`config.mk`:
```
export PLATFORM = sky130hd
export DESIGN_NAME = bresenham_line_rasterizer_flat
export DESIGN_NICKNAME = d
export VERILOG_FILES = /design/src/design/blr_pkg.sv /design/src/design/blr_ifs.sv /design/src/design/blr_step.sv /design/src/design/blr_addr.sv /design/src/design/bresenham_line_rasterizer.sv /design/src/flat_wrapper.sv
export SDC_FILE = /design/constraint.sdc
export NUM_CORES = 1
export LEC_CHECK = 0
export BUFFER_PORTS_ARGS = -buffer_cell sky130_fd_sc_hd__buf_2
export CORE_MARGIN = 2
export CORE_UTILIZATION = 48
export DETAILED_ROUTE_END_ITERATION = 7
export PLACE_DENSITY = 0.67
export SYNTH_ARGS = -nofsm -noshare
export SYNTH_HDL_FRONTEND = slang
export SYNTH_HIERARCHICAL = 1
export SYNTH_SLANG_ARGS = --single-unit
```
`constraint.sdc`:
```
create_clock -name i_clk -period 15.3 [get_ports i_clk]
set_input_delay 1.53 -clock i_clk [delete_from_list [all_inputs] [get_ports i_clk]]
set_output_delay 1.53 -clock i_clk [all_outputs]
set_load 0.05 [all_outputs]
```
`src/design/blr_pkg.sv`:
```
`timescale 1ns / 1ps
// ----------------------------------------------------------------------------
// blr_pkg
// Shared types and constants for the Bresenham line rasterizer.
// ----------------------------------------------------------------------------
package blr_pkg;

    localparam int DIM_BITS     = 13;   // screen width / height registers
    localparam int ADDR_BITS    = 24;   // linear pixel address
    localparam int CHAN_BITS    = 8;    // one colour component
    localparam int CFG_IDX_BITS = 1;

    localparam logic [DIM_BITS-1:0] DIM_RESET = DIM_BITS'(4096);

    // configuration register indexes
    localparam logic [CFG_IDX_BITS-1:0] CFG_SCREEN_WIDTH  = 1'b0;
    localparam logic [CFG_IDX_BITS-1:0] CFG_SCREEN_HEIGHT = 1'b1;

    // input item modes
    localparam logic MODE_START = 1'b0;
    localparam logic MODE_STEP  = 1'b1;

    typedef struct packed {
        logic [CHAN_BITS-1:0] red;
        logic [CHAN_BITS-1:0] green;
        logic [CHAN_BITS-1:0] blue;
        logic [CHAN_BITS-1:0] alpha;
    } t_rgba;

    // per-pixel attributes carried from the step stage to the address stage
    typedef struct packed {
        logic  last;
        t_rgba colour;
    } t_pix_tag;

endpackage

```
`src/design/blr_ifs.sv`:
```
`timescale 1ns / 1ps
// ----------------------------------------------------------------------------
// blr_ifs
// Valid/ready channels of the line rasterizer: line command in, pixel out.
// ----------------------------------------------------------------------------
interface blr_in_if #(
    parameter int COORD_BITS = 12
);
    import blr_pkg::*;

    logic                  valid;
    logic                  ready;
    logic                  mode;
    logic [COORD_BITS-1:0] start_x;
    logic [COORD_BITS-1:0] start_y;
    logic [COORD_BITS-1:0] end_x;
    logic [COORD_BITS-1:0] end_y;
    logic [CHAN_BITS-1:0]  red_in;
    logic [CHAN_BITS-1:0]  green_in;
    logic [CHAN_BITS-1:0]  blue_in;
    logic [CHAN_BITS-1:0]  alpha_in;

    modport source (
        output valid, mode, start_x, start_y, end_x, end_y,
               red_in, green_in, blue_in, alpha_in,
        input  ready
    );

    modport sink (
        input  valid, mode, start_x, start_y, end_x, end_y,
               red_in, green_in, blue_in, alpha_in,
        output ready
    );
endinterface

interface blr_out_if #(
    parameter int COORD_BITS = 12
);
    import blr_pkg::*;

    logic                  valid;
    logic                  ready;
    logic [COORD_BITS-1:0] pixel_x;
    logic [COORD_BITS-1:0] pixel_y;
    logic [ADDR_BITS-1:0]  write_address;
    logic                  write_enable;
    logic                  last_pixel;
    logic [CHAN_BITS-1:0]  red_out;
    logic [CHAN_BITS-1:0]  green_out;
    logic [CHAN_BITS-1:0]  blue_out;
    logic [CHAN_BITS-1:0]  alpha_out;

    modport source (
        output valid, pixel_x, pixel_y, write_address, write_enable, last_pixel,
               red_out, green_out, blue_out, alpha_out,
        input  ready
    );

    modport sink (
        input  valid, pixel_x, pixel_y, write_address, write_enable, last_pixel,
               red_out, green_out, blue_out, alpha_out,
        output ready
    );
endinterface

```
`src/design/blr_step.sv`:
```
`timescale 1ns / 1ps
// ----------------------------------------------------------------------------
// blr_step
// Line state and Bresenham step: sets up a line on start, emits the cursor
// pixel and advances one step per step command.
// ----------------------------------------------------------------------------
module blr_step #(
    parameter int COORD_BITS = 12
) (
    input  logic                  i_clk,
    input  logic                  i_rst_n,
    blr_in_if.sink                i_line,
    output logic                  o_valid,
    input  logic                  i_ready,
    output logic [COORD_BITS-1:0] o_x,
    output logic [COORD_BITS-1:0] o_y,
    output blr_pkg::t_pix_tag     o_tag,
    output logic                  o_line_active
);
    import blr_pkg::*;

    localparam int ERR_W = COORD_BITS + 2;
    localparam int E2_W  = COORD_BITS + 3;

    logic                  r_active;
    logic [COORD_BITS-1:0] r_cur_x, r_cur_y, r_tgt_x, r_tgt_y;
    logic [COORD_BITS-1:0] r_dx, r_dy;
    logic                  r_neg_x, r_neg_y;
    logic [ERR_W-1:0]      r_err;
    t_rgba                 r_colour;

    logic                  r_valid;
    logic [COORD_BITS-1:0] r_px, r_py;
    t_pix_tag              r_tag;

    logic                  w_accept, w_start, w_produce, w_last;
    logic [COORD_BITS-1:0] n_dx, n_dy;
    logic signed [E2_W-1:0] w_e2, w_dx_s, w_ndy, w_err_sum;
    logic                  w_move_x, w_move_y;
    logic [COORD_BITS-1:0] n_cur_x, n_cur_y;

    assign i_line.ready = !r_valid || i_ready;
    assign w_accept     = i_line.valid && i_line.ready;
    assign w_start      = w_accept && (i_line.mode == MODE_START);
    assign w_produce    = w_accept && (i_line.mode == MODE_STEP) && r_active;
    assign w_last       = (r_cur_x == r_tgt_x) && (r_cur_y == r_tgt_y);

    // setup: absolute deltas
    assign n_dx = (i_line.end_x >= i_line.start_x) ? i_line.end_x - i_line.start_x
                                                   : i_line.start_x - i_line.end_x;
    assign n_dy = (i_line.end_y >= i_line.start_y) ? i_line.end_y - i_line.start_y
                                                   : i_line.start_y - i_line.end_y;

    // step decision on 2*err against -dy and dx
    always_comb begin
        w_e2      = {r_err, 1'b0};
        w_dx_s    = signed'({3'b000, r_dx});
        w_ndy     = -signed'({3'b000, r_dy});
        w_move_x  = w_e2 > w_ndy;
        w_move_y  = w_e2 < w_dx_s;
        w_err_sum = signed'({r_err[ERR_W-1], r_err});
        if (w_move_x) begin
            w_err_sum = w_err_sum + w_ndy;
        end
        if (w_move_y) begin
            w_err_sum = w_err_sum + w_dx_s;
        end
        n_cur_x = r_cur_x;
        n_cur_y = r_cur_y;
        if (w_move_x) begin
            n_cur_x = r_neg_x ? r_cur_x - 1'b1 : r_cur_x + 1'b1;
        end
        if (w_move_y) begin
            n_cur_y = r_neg_y ? r_cur_y - 1'b1 : r_cur_y + 1'b1;
        end
    end

    always_ff @(posedge i_clk) begin
        if (!i_rst_n) begin
            r_active <= 1'b0;
            r_valid  <= 1'b0;
        end else begin
            if (w_accept) begin
                r_valid <= w_produce;
            end else if (i_ready) begin
                r_valid <= 1'b0;
            end
            if (w_start) begin
                r_active <= 1'b1;
            end else if (w_produce && w_last) begin
                r_active <= 1'b0;
            end
        end
    end

    always_ff @(posedge i_clk) begin
        if (w_start) begin
            r_cur_x         <= i_line.start_x;
            r_cur_y         <= i_line.start_y;
            r_tgt_x         <= i_line.end_x;
            r_tgt_y         <= i_line.end_y;
            r_dx            <= n_dx;
            r_dy            <= n_dy;
            r_neg_x         <= !(i_line.start_x < i_line.end_x);
            r_neg_y         <= !(i_line.start_y < i_line.end_y);
            r_err           <= {2'b00, n_dx} - {2'b00, n_dy};
            r_colour.red    <= i_line.red_in;
            r_colour.green  <= i_line.green_in;
            r_colour.blue   <= i_line.blue_in;
            r_colour.alpha  <= i_line.alpha_in;
        end else if (w_produce && !w_last) begin
            r_cur_x <= n_cur_x;
            r_cur_y <= n_cur_y;
            r_err   <= w_err_sum[ERR_W-1:0];
        end
        if (w_produce) begin
            r_px         <= r_cur_x;
            r_py         <= r_cur_y;
            r_tag.last   <= w_last;
            r_tag.colour <= r_colour;
        end
    end

    assign o_valid       = r_valid;
    assign o_x           = r_px;
    assign o_y           = r_py;
    assign o_tag         = r_tag;
    assign o_line_active = r_active;

endmodule

```
`src/design/blr_addr.sv`:
```
`timescale 1ns / 1ps
// ----------------------------------------------------------------------------
// blr_addr
// Address and clip stage: forms y*width+x, the on-screen flag, and holds the
// finished pixel in the output register.
// ----------------------------------------------------------------------------
module blr_addr #(
    parameter int COORD_BITS = 12
) (
    input  logic                          i_clk,
    input  logic                          i_rst_n,
    input  logic                          i_valid,
    output logic                          o_ready,
    input  logic [COORD_BITS-1:0]         i_x,
    input  logic [COORD_BITS-1:0]         i_y,
    input  blr_pkg::t_pix_tag             i_tag,
    input  logic [blr_pkg::DIM_BITS-1:0]  i_width,
    input  logic [blr_pkg::DIM_BITS-1:0]  i_height,
    blr_out_if.source                     o_pixel
);
    import blr_pkg::*;

    localparam int PROD_W = (COORD_BITS + DIM_BITS > ADDR_BITS) ?
                            COORD_BITS + DIM_BITS : ADDR_BITS;
    localparam int CMP_W  = (COORD_BITS > DIM_BITS) ? COORD_BITS : DIM_BITS;

    logic                  r_valid;
    logic [COORD_BITS-1:0] r_x, r_y;
    logic [ADDR_BITS-1:0]  r_addr;
    logic                  r_we;
    t_pix_tag              r_tag;

    logic [PROD_W-1:0]     w_prod;
    logic [ADDR_BITS-1:0]  w_addr;
    logic                  w_inside, w_load;

    assign o_ready = !r_valid || o_pixel.ready;
    assign w_load  = i_valid && o_ready;

    assign w_prod   = PROD_W'(i_y) * PROD_W'(i_width);
    assign w_addr   = w_prod[ADDR_BITS-1:0] + ADDR_BITS'(i_x);
    assign w_inside = (CMP_W'(i_x) < CMP_W'(i_width)) && (CMP_W'(i_y) < CMP_W'(i_height));

    always_ff @(posedge i_clk) begin
        if (!i_rst_n) begin
            r_valid <= 1'b0;
        end else if (o_ready) begin
            r_valid <= i_valid;
        end
    end

    always_ff @(posedge i_clk) begin
        if (w_load) begin
            r_x    <= i_x;
            r_y    <= i_y;
            r_addr <= w_addr;
            r_we   <= w_inside;
            r_tag  <= i_tag;
        end
    end

    assign o_pixel.valid         = r_valid;
    assign o_pixel.pixel_x       = r_x;
    assign o_pixel.pixel_y       = r_y;
    assign o_pixel.write_address = r_addr;
    assign o_pixel.write_enable  = r_we;
    assign o_pixel.last_pixel    = r_tag.last;
    assign o_pixel.red_out       = r_tag.colour.red;
    assign o_pixel.green_out     = r_tag.colour.green;
    assign o_pixel.blue_out      = r_tag.colour.blue;
    assign o_pixel.alpha_out     = r_tag.colour.alpha;

endmodule

```
`src/design/bresenham_line_rasterizer.sv`:
```
`timescale 1ns / 1ps
// A step command's pixel passes through the step stage register and the address stage register to o_pixel.
// Throughput: one command per cycle while the pixel output does not stall; the step stage updates
//   the error term and cursor combinationally and the address stage holds one multiply-add.
// Start commands produce no pixel.
// Reset (synchronous, active low) clears the line, both pipeline stages and
//   sets screen width and height to 4096.
// ----------------------------------------------------------------------------
// bresenham_line_rasterizer
// All-octant integer line rasterizer emitting one clipped, addressed pixel
// per step command while a line is active.
// ----------------------------------------------------------------------------
module bresenham_line_rasterizer #(
    parameter int COORD_BITS = 12
) (
    input  logic                              i_clk,
    input  logic                              i_rst_n,
    blr_in_if.sink                            i_line,
    blr_out_if.source                         o_pixel,
    input  logic                              i_cfg_wr_en,
    input  logic [blr_pkg::CFG_IDX_BITS-1:0]  i_cfg_index,
    input  logic [blr_pkg::DIM_BITS-1:0]      i_cfg_wdata
);
    import blr_pkg::*;

    logic [DIM_BITS-1:0]   r_width, r_height;
    logic                  w_s1_valid, w_s1_ready, w_line_active;
    logic [COORD_BITS-1:0] w_s1_x, w_s1_y;
    t_pix_tag              w_s1_tag;

    always_ff @(posedge i_clk) begin
        if (!i_rst_n) begin
            r_width  <= DIM_RESET;
            r_height <= DIM_RESET;
        end else if (i_cfg_wr_en) begin
            case (i_cfg_index)
                CFG_SCREEN_WIDTH:  r_width  <= i_cfg_wdata;
                CFG_SCREEN_HEIGHT: r_height <= i_cfg_wdata;
                default: ;
            endcase
        end
    end

    blr_step #(
        .COORD_BITS (COORD_BITS)
    ) u_step (
        .i_clk         (i_clk),
        .i_rst_n       (i_rst_n),
        .i_line        (i_line),
        .o_valid       (w_s1_valid),
        .i_ready       (w_s1_ready),
        .o_x           (w_s1_x),
        .o_y           (w_s1_y),
        .o_tag         (w_s1_tag),
        .o_line_active (w_line_active)
    );

    blr_addr #(
        .COORD_BITS (COORD_BITS)
    ) u_addr (
        .i_clk    (i_clk),
        .i_rst_n  (i_rst_n),
        .i_valid  (w_s1_valid),
        .o_ready  (w_s1_ready),
        .i_x      (w_s1_x),
        .i_y      (w_s1_y),
        .i_tag    (w_s1_tag),
        .i_width  (r_width),
        .i_height (r_height),
        .o_pixel  (o_pixel)
    );

    // a start command never leaves a pixel in the step stage
    a_start_no_pixel: assert property (@(posedge i_clk) disable iff (!i_rst_n)
        (i_line.valid && i_line.ready && i_line.mode == MODE_START) |=> !w_s1_valid)
        else $error("pixel produced by start command");

    // a step with no active line produces nothing
    a_idle_step: assert property (@(posedge i_clk) disable iff (!i_rst_n)
        (i_line.valid && i_line.ready && i_line.mode == MODE_STEP && !w_line_active)
        |=> !w_s1_valid)
        else $error("pixel produced without an active line");

    // the last pixel of a line ends the line
    a_last_ends_line: assert property (@(posedge i_clk) disable iff (!i_rst_n)
        ($rose(w_s1_valid) && w_s1_tag.last) |-> !w_line_active)
        else $error("line still active after its last pixel");

    // write enable only for on-screen columns
    a_clip: assert property (@(posedge i_clk) disable iff (!i_rst_n)
        (o_pixel.valid && o_pixel.write_enable) |->
        ({1'b0, o_pixel.pixel_x} < {1'b0, r_width} || COORD_BITS > DIM_BITS))
        else $error("write enable on an off-screen column");

endmodule
```
`src/flat_wrapper.sv`:
```
// flat-port wrapper written by rule: the top's interface ports become plain ports
module bresenham_line_rasterizer_flat import blr_pkg::*;
#(
    parameter int COORD_BITS = 12
)
  (i_clk, i_rst_n, i_cfg_wr_en, i_cfg_index, i_cfg_wdata, i_line_valid, i_line_mode, i_line_start_x, i_line_start_y, i_line_end_x, i_line_end_y, i_line_red_in, i_line_green_in, i_line_blue_in, i_line_alpha_in, i_line_ready, o_pixel_valid, o_pixel_pixel_x, o_pixel_pixel_y, o_pixel_write_address, o_pixel_write_enable, o_pixel_last_pixel, o_pixel_red_out, o_pixel_green_out, o_pixel_blue_out, o_pixel_alpha_out, o_pixel_ready);
  blr_in_if #(.COORD_BITS(COORD_BITS)) i_line_i ();
  blr_out_if #(.COORD_BITS(COORD_BITS)) o_pixel_i ();
  input  logic i_clk;
  input  logic i_rst_n;
  input  logic i_cfg_wr_en;
  input  logic [blr_pkg::CFG_IDX_BITS-1:0] i_cfg_index;
  input  logic [blr_pkg::DIM_BITS-1:0] i_cfg_wdata;
  input wire logic [$bits(i_line_i.valid)-1:0] i_line_valid;
  input wire logic [$bits(i_line_i.mode)-1:0] i_line_mode;
  input wire logic [$bits(i_line_i.start_x)-1:0] i_line_start_x;
  input wire logic [$bits(i_line_i.start_y)-1:0] i_line_start_y;
  input wire logic [$bits(i_line_i.end_x)-1:0] i_line_end_x;
  input wire logic [$bits(i_line_i.end_y)-1:0] i_line_end_y;
  input wire logic [$bits(i_line_i.red_in)-1:0] i_line_red_in;
  input wire logic [$bits(i_line_i.green_in)-1:0] i_line_green_in;
  input wire logic [$bits(i_line_i.blue_in)-1:0] i_line_blue_in;
  input wire logic [$bits(i_line_i.alpha_in)-1:0] i_line_alpha_in;
  output wire logic [$bits(i_line_i.ready)-1:0] i_line_ready;
  output wire logic [$bits(o_pixel_i.valid)-1:0] o_pixel_valid;
  output wire logic [$bits(o_pixel_i.pixel_x)-1:0] o_pixel_pixel_x;
  output wire logic [$bits(o_pixel_i.pixel_y)-1:0] o_pixel_pixel_y;
  output wire logic [$bits(o_pixel_i.write_address)-1:0] o_pixel_write_address;
  output wire logic [$bits(o_pixel_i.write_enable)-1:0] o_pixel_write_enable;
  output wire logic [$bits(o_pixel_i.last_pixel)-1:0] o_pixel_last_pixel;
  output wire logic [$bits(o_pixel_i.red_out)-1:0] o_pixel_red_out;
  output wire logic [$bits(o_pixel_i.green_out)-1:0] o_pixel_green_out;
  output wire logic [$bits(o_pixel_i.blue_out)-1:0] o_pixel_blue_out;
  output wire logic [$bits(o_pixel_i.alpha_out)-1:0] o_pixel_alpha_out;
  input wire logic [$bits(o_pixel_i.ready)-1:0] o_pixel_ready;
  assign i_line_i.valid = i_line_valid;
  assign i_line_i.mode = i_line_mode;
  assign i_line_i.start_x = i_line_start_x;
  assign i_line_i.start_y = i_line_start_y;
  assign i_line_i.end_x = i_line_end_x;
  assign i_line_i.end_y = i_line_end_y;
  assign i_line_i.red_in = i_line_red_in;
  assign i_line_i.green_in = i_line_green_in;
  assign i_line_i.blue_in = i_line_blue_in;
  assign i_line_i.alpha_in = i_line_alpha_in;
  assign i_line_ready = i_line_i.ready;
  assign o_pixel_valid = o_pixel_i.valid;
  assign o_pixel_pixel_x = o_pixel_i.pixel_x;
  assign o_pixel_pixel_y = o_pixel_i.pixel_y;
  assign o_pixel_write_address = o_pixel_i.write_address;
  assign o_pixel_write_enable = o_pixel_i.write_enable;
  assign o_pixel_last_pixel = o_pixel_i.last_pixel;
  assign o_pixel_red_out = o_pixel_i.red_out;
  assign o_pixel_green_out = o_pixel_i.green_out;
  assign o_pixel_blue_out = o_pixel_i.blue_out;
  assign o_pixel_alpha_out = o_pixel_i.alpha_out;
  assign o_pixel_i.ready = o_pixel_ready;
  bresenham_line_rasterizer #(.COORD_BITS(COORD_BITS)) u_core (.i_clk(i_clk), .i_rst_n(i_rst_n), .i_line(i_line_i), .o_pixel(o_pixel_i), .i_cfg_wr_en(i_cfg_wr_en), .i_cfg_index(i_cfg_index), .i_cfg_wdata(i_cfg_wdata));
endmodule
```
======== After elaboration in Yosys (flattened, before gate mapping) ========
Cells that the tools add are included.
Widths: inputs -> output; s select.
storage, ports and cells
  bits in registers ....................... 288
  input port bits ......................... 100
  output and inout bits ................... 84
  word-level logic and storage cells ...... 103
cells by class
  $add $sub $neg .......................... 13
  multipliers ............................. 1
  $lt $le $gt $ge ......................... 8
  equal/unequal tests ..................... 2
  muxes and demuxes ....................... 18
  bitwise gates (word level) .............. 2
  reductions and logical operators ........ 25
operators by type and width
  cell                   number
  $mux 12                10
  $mux 14                4
  $sub 12x12->12         4
  $lt 12x13->1           2
  $add 12x1->12 const B  2
  $add 24x12->24         1
  $eq 12x12->1           2
  $ge 12x12->1           2
  $lt 12x12->1           2
  $mul 12x13->24         1
  $sub 12x1->12 const B  2
  $gt 15x15->1           1
  $lt 15x13->1           1
  $neg 12->15            1
  $add 14x13->14         1
  $add 14x14->14         1
  $sub 12x12->13         1
  $reduce_bool 2->1      5
  $logic_and 1x1->1      9
  $reduce_and 2->1       4
  $logic_not 1->1        5
  $mux 1                 4
  $logic_or 1x1->1       2
  $not 1->1              2

======== Longest topological paths before layout ========
  word-level depth ........................ 9
  gate-level depth with buffers ........... 25
  gate-level depth less buffers ........... 25

======== Hierarchy ========
Netlist, hierarchy kept.
by module, submodules not included
  module                     instances  cells each  area each (um2)  seq. area each (um2)
  blr_step                   1          1138        12045.3          5355.1
  blr_addr                   1          833         8652.0           2482.4
  bresenham_line_rasterizer  1          102         1034.7           520.5

======== Least setup slack after synthesis ========
Ideal clock, no wire load.
  path type ............................... input -> register
  start ................................... in o_pixel_ready
  end ..................................... reg u_core.u_step.r_cur_x[2], data pin
  setup time .............................. 0.373 ns
  arrival time ............................ 5.617 ns
  required time ........................... 14.927 ns
  setup slack ............................. 9.310 ns
  cell stages on the path ................. 9
  path buffers ............................ 3
  cells stage by stage .................... nand2b_1 > nand2b_1 > and2_1 > nand2b_1 > clkbuf_1 > inv_1 > clkbuf_1 > clkbuf_1 > a21oi_1
on the way
  longest elaborated chain between the ends .. 5
ends and longest elaborated chain
  element                          line                RTL
  from (decl)                      flat_wrapper.sv:35  input wire logic [$bits(o_pixel_i.ready)-1:0] o_pixel_ready;
  $logic_or 1x1->1                 blr_addr.sv:37      assign o_ready = !r_valid || o_pixel.ready;
  $logic_or 1x1->1                 blr_step.sv:42      assign i_line.ready = !r_valid || i_ready;
  named net i_line_ready           flat_wrapper.sv:24  output wire logic [$bits(i_line_i.ready)-1:0] i_line_ready;
  $logic_and 1x1->1                blr_step.sv:43      assign w_accept = i_line.valid && i_line.ready;
  $logic_and 1x1->1                blr_step.sv:44      assign w_start = w_accept && (i_line.mode == MODE_START);
  named net u_core.u_step.w_start  blr_step.sv:36      logic w_accept, w_start, w_produce, w_last;
  $mux 12                          blr_step.sv:97      if (w_start) begin
  to (signal assigned)             blr_step.sv:98      r_cur_x <= i_line.start_x;
  to (signal assigned)             blr_step.sv:112     r_cur_x <= n_cur_x;
  to (decl)                        blr_step.sv:26      logic [COORD_BITS-1:0] r_cur_x, r_cur_y, r_tgt_x, r_tgt_y;
The timed path passes the listed nets, and every way through them passes these cells.
A chain may end at the register's enable or synchronous reset.

======== Worst setup path after layout ========
  start ................................... reg u_core.u_step.r_dy[2]
  end ..................................... reg u_core.u_step.r_err[12], data pin
on the way
  longest elaborated chain between the ends .. 7
  elaborated cells between the ends (all ways) .. 8
  those cells by class .................... add/sub: 3; order compare: 1; mux: 4
ends and longest elaborated chain
  element                                         line                            RTL
  from (decl)                                     blr_step.sv:27                  logic [COORD_BITS-1:0] r_dx, r_dy;
  from (signal assigned)                          blr_step.sv:103                 r_dy <= n_dy;
  $neg 12->15 (*)                                 blr_step.sv:58                  w_ndy = -signed'({3'b000, r_dy});
  $add 14x14->14 or $gt 15x15->1 (tied branches)  blr_step.sv:63, blr_step.sv:59
  $mux 14 (*)                                     blr_step.sv:62                  if (w_move_x) begin
  $add 14x13->14                                  blr_step.sv:66                  w_err_sum = w_err_sum + w_dx_s;
  $mux 14 (*)                                     blr_step.sv:65                  if (w_move_y) begin
  $mux 14 (*)                                     blr_step.sv:111                 end else if (w_produce && !w_last) begin
  $mux 14 (*)                                     blr_step.sv:97
  to (signal assigned)                            blr_step.sv:106                 r_err <= {2'b00, n_dx} - {2'b00, n_dy};
  to (signal assigned)                            blr_step.sv:114                 r_err <= w_err_sum[ERR_W-1:0];
  to (decl)                                       blr_step.sv:29                  logic [ERR_W-1:0] r_err;
Every way passes the cells marked *; elsewhere a longest branch is shown, timed or not. The select of a mux whose other input is x is not followed.

==> out/results.txt <==
Combinational family with the most area after synthesis: adder cells
Total of hold buffers inserted after clock tree synthesis: 0
Number of H-tree levels: 2
Dominant cell type by area after synthesis: sky130_fd_sc_hd__edfxtp_1
Summed instance area of the synthesized netlist: 21730 µm²
Slowest cell on crit path: sky130_fd_sc_hd__or4_1
Number of buffers created by CTS: 34
Required time at the worst-slack endpoint: 15.60 ns
FMAX: 0.1606 GHz
Full die area: 46990 µm²
Crit start category: flop
Clock Power Share: 25.9%
Average routed wire per standard cell: 19.16 µm
Number of global-route vias before repair: 15750
Hold Crit Endpoint: u_core/u_addr/o_pixel.blue_out[1]
Number of flops mapped to enable cells by yosys: 259
Top cells by count, synth: sky130_fd_sc_hd__inv_1 (340), sky130_fd_sc_hd__edfxtp_1 (259), sky130_fd_sc_hd__ha_1 (223)
Routability-driven placement congestion ratio: 0.8970
Global-route wire length before repair: 86.09 mm
Logic gate share of total power: 40.9%
Area of the core: 44410 µm²
Maximum number of pins on one net before global-route repair: 68
Status: complete, no violations
FF-to-FF End: u_core/u_step/r_err[12]
Maximum capacitance violations: 0
Fraction of registers with async set/reset: 0%
Layout net count: 2698
Power density over the cells: 127.2 nW/µm²
Starting density of the core: 48.93%
Start-to-end type of the worst setup path: reg -> reg
Ranking of synthesized cells by area: sky130_fd_sc_hd__edfxtp_1 (36%), sky130_fd_sc_hd__ha_1 (13%), sky130_fd_sc_hd__fa_1 (12%), sky130_fd_sc_hd__inv_1 (5.9%), sky130_fd_sc_hd__nand2_1 (3.0%)
P_leak: 10.79 nW
Yosys cell types: 80
Average cell area after synthesis: 10.48 µm²
CTS sink cnt: 288
Area overhead of the layout relative to synthesis: 11.87%
Number of synthesized register bits: 288
Share of the clock period used by the worst path: 40.71%
Fill cells: 3880
Stage delay of the slowest cell on the critical path: 0.46 ns
Worst reg-to-reg path cell count: 26
Total inserted antenna cells: 0
Xor-xnor portion of the synthesized cell area: 4.473%
Non-Filler Instances: 2862
Number of iterations in the first detailed-routing pass: 5
Post-synthesis sequential area ratio: 38.46%
Kind of end point of the critical path: flop
Final critical delay including setup and external delays: 6.229 ns
Number of hold violations in the final report: 0
Maximum fanout count along the critical path: 15
Setup repair after global routing missed its margin: no
Buffer cell driving the clock tree root: sky130_fd_sc_hd__clkbuf_16
Count of boundary I/O pins: 184
Number of setup violations in the final report: 0
Origin of the worst min-delay path: u_core/u_step/o_tag[9]
Data arrival, critical path: 6.53 ns
Height of the chip: 216.8 µm
Fraction of the mapped netlist area in adder cells: 24.72%
Maximum clock skew at final layout: 0.02251 ns
Slew @ Worst Pin: 1.075 ns
Worst hold path class: reg -> reg
Dpl cells: 2802
Clock latency at the later pin of the worst-skew pair: 0.55 ns
Footprint of the multi-input gates: 11840 µm²
Switching part of the total power: 36.24%
Simple-Gate Fraction of Synth Area: 11.57%
Horizontal die dimension: 216.8 µm
CTS tree: done
Reg-to-reg setup timing slack: 9.07 ns
Ys Warns: 6
Buffer levels on the longest clock path: 3
Overflow left after global routing: 0
PortBufs: 183
Flip-flop cell with the highest count after synthesis: sky130_fd_sc_hd__edfxtp_1
Detailed Route Iter0 Violations: 1020
Reg clk slew, reported paths: 0.06 ns
Final setup TNS: 0 ns
Reg-to-reg startpoint: u_core/u_step/r_dy[2]
Top-area cell type share of the netlist area: 35.79%
Power spent charging and discharging nets: 1.121 mW
Combined flip-flop and latch cell area: 8358 µm²
Library cell with the highest instance count after synthesis: sky130_fd_sc_hd__inv_1
Routed WL: 54.84 mm
Total routing usage reported by global routing: 23.49%
Min-Delay Path Depth: 0
Net count after synthesis: 2525
# resized after CTS: 0
Internal power: 1.972 mW
Residual antenna-violating net count after detailed routing: 0
Dpl hpwl: 43.10 mm
Number of slew-limit violations in the final report: 0
Antenna violations before repair: 0
Count of mapped cells out of synthesis: 2073
Maximum vdd ir drop: 85.97 µV
Vias per std cell: 5.455
Remaining DRCs: 0
Mux share of post-synthesis cell area: 2.729%
Post CTS Setup Buffer Count: 0
Compound-gate portion of the synthesized area: 10.96%
Layout cell share with drive strength beyond 1: 12.51%
Sequential share of power: 33.2%
Max_slew headroom: 27.42%
Number of placement rows: 77
Total via count after detailed routing: 15610
cells in the final DEF, fill, tap and decap left out, drive strengths merged, types with 6 or more instances in the layout:
cell type,count
o21bai,16
nand4,10
a21oi,110
a211o,6
nor3,21
inv,345
mux2i,39
nor2b,19
nor4,12
a21boi,16
nor2,84
xnor2,74
nor3b,6
dfxtp,29
nand3,37
and2,95
or3,10
o21a,11
o31ai,9
a31oi,7
clkbuf,39
o211ai,17
ha,223
o21ai,61
a21o,37
and3,14
mux2,18
xor2,37
clkinv,13
fa,129
edfxtp,259
nand2b,14
nand2,173
buf,192
a211oi,23
sequential cells by signal, summed over array words and instances, names as in the netlist, 13 cells and up:
signal and cells:
u_core/r_height 13, u_core/r_width 13, u_core/u_addr/o_pixel.write_address 24, u_core/u_step/o_tag 33
u_core/u_step/r_colour 32, u_core/u_step/r_err 14
worst max-delay path: cells and delay by family, from the launching register on:
kind	cells	cell delay [ns]
AO/OA/AOI/OAI	10	2.03
AND/OR/NAND/NOR	7	1.72
adder cells (fa/ha/maj)	3	0.80
flip-flops	1	0.45
buffers and inverters	3	0.42
XOR/XNOR	2	0.34
multiplexers	1	0.21
how the worst max path moves through the flow:
stage | from | end | slack, ns | cells after the start
5_1_grt | u_core/u_step/r_dy[2] | u_core/u_step/r_err[12] | 8.62 | 26
3_3_place_gp | i_line_end_x[0] | u_core/u_step/r_err[11] | 8.90 | 21
6_report | u_core/u_step/r_dy[2] | u_core/u_step/r_err[12] | 9.07 | 26
4_1_cts | u_core/u_step/r_dy[2] | u_core/u_step/r_err[12] | 9.06 | 24
2_1_floorplan | o_pixel_ready | u_core/u_step/r_cur_x[2] | 9.31 | 9
3_5_place_dp | i_line_end_x[0] | u_core/u_step/r_err[11] | 8.80 | 21
layer usage:
metal / GRT usage [%] / share of wire [%] / vias to the layer above
li1: - / - / 7426
met1: 31.95 / 45 / 7555
met4: 8.356 / 3.4 / 0
met3: 3.606 / 5.8 / 89
met2: 38.33 / 46 / 542
met5: 0 / 0 / -
power groups by stage:
stage,Combinational [mW],Sequential (mW),Clock (mW)
floorplan,0.974,1.01,0
finish,1.26,1.03,0.802
global route,1.43,1.03,0.849
global placement,1.22,1.04,0
detailed placement,1.25,1.04,0
CTS,1.26,1.03,0.821
stage by stage:
step	instance area [µm²]	total power, mW	hold WS [ns]	utilization (%)	setup WS (ns)
floorplan	21730	1.989	0.4003	-	9.310
global placement	23200	2.259	0.4005	52.24	8.905
detailed placement	23200	2.288	0.4045	52.24	8.797
CTS	24310	3.103	0.4165	54.74	9.059
global route	24310	3.307	0.4152	54.74	8.622
finish	24310	3.092	0.4118	54.74	9.072
logic make-up after synthesis:
logic type,count (synthesis)
buf+inv,395
simple gates,510
mux,57
xor+xnor,111
flops,288
fa+ha+maj,352
compound gates,360
final cells by class:
class / count / share of cell area, %
inverter: 340 / 5.260
multi-input combinational: 1390 / 48.70
sequential: 288 / 34.38
clock inverter: 21 / 0.9572
timing repair buffer: 192 / 4.045
tap: 592 / 3.047
clock buffer: 39 / 3.618
Note: power is estimated with default switching activity, not from simulation.
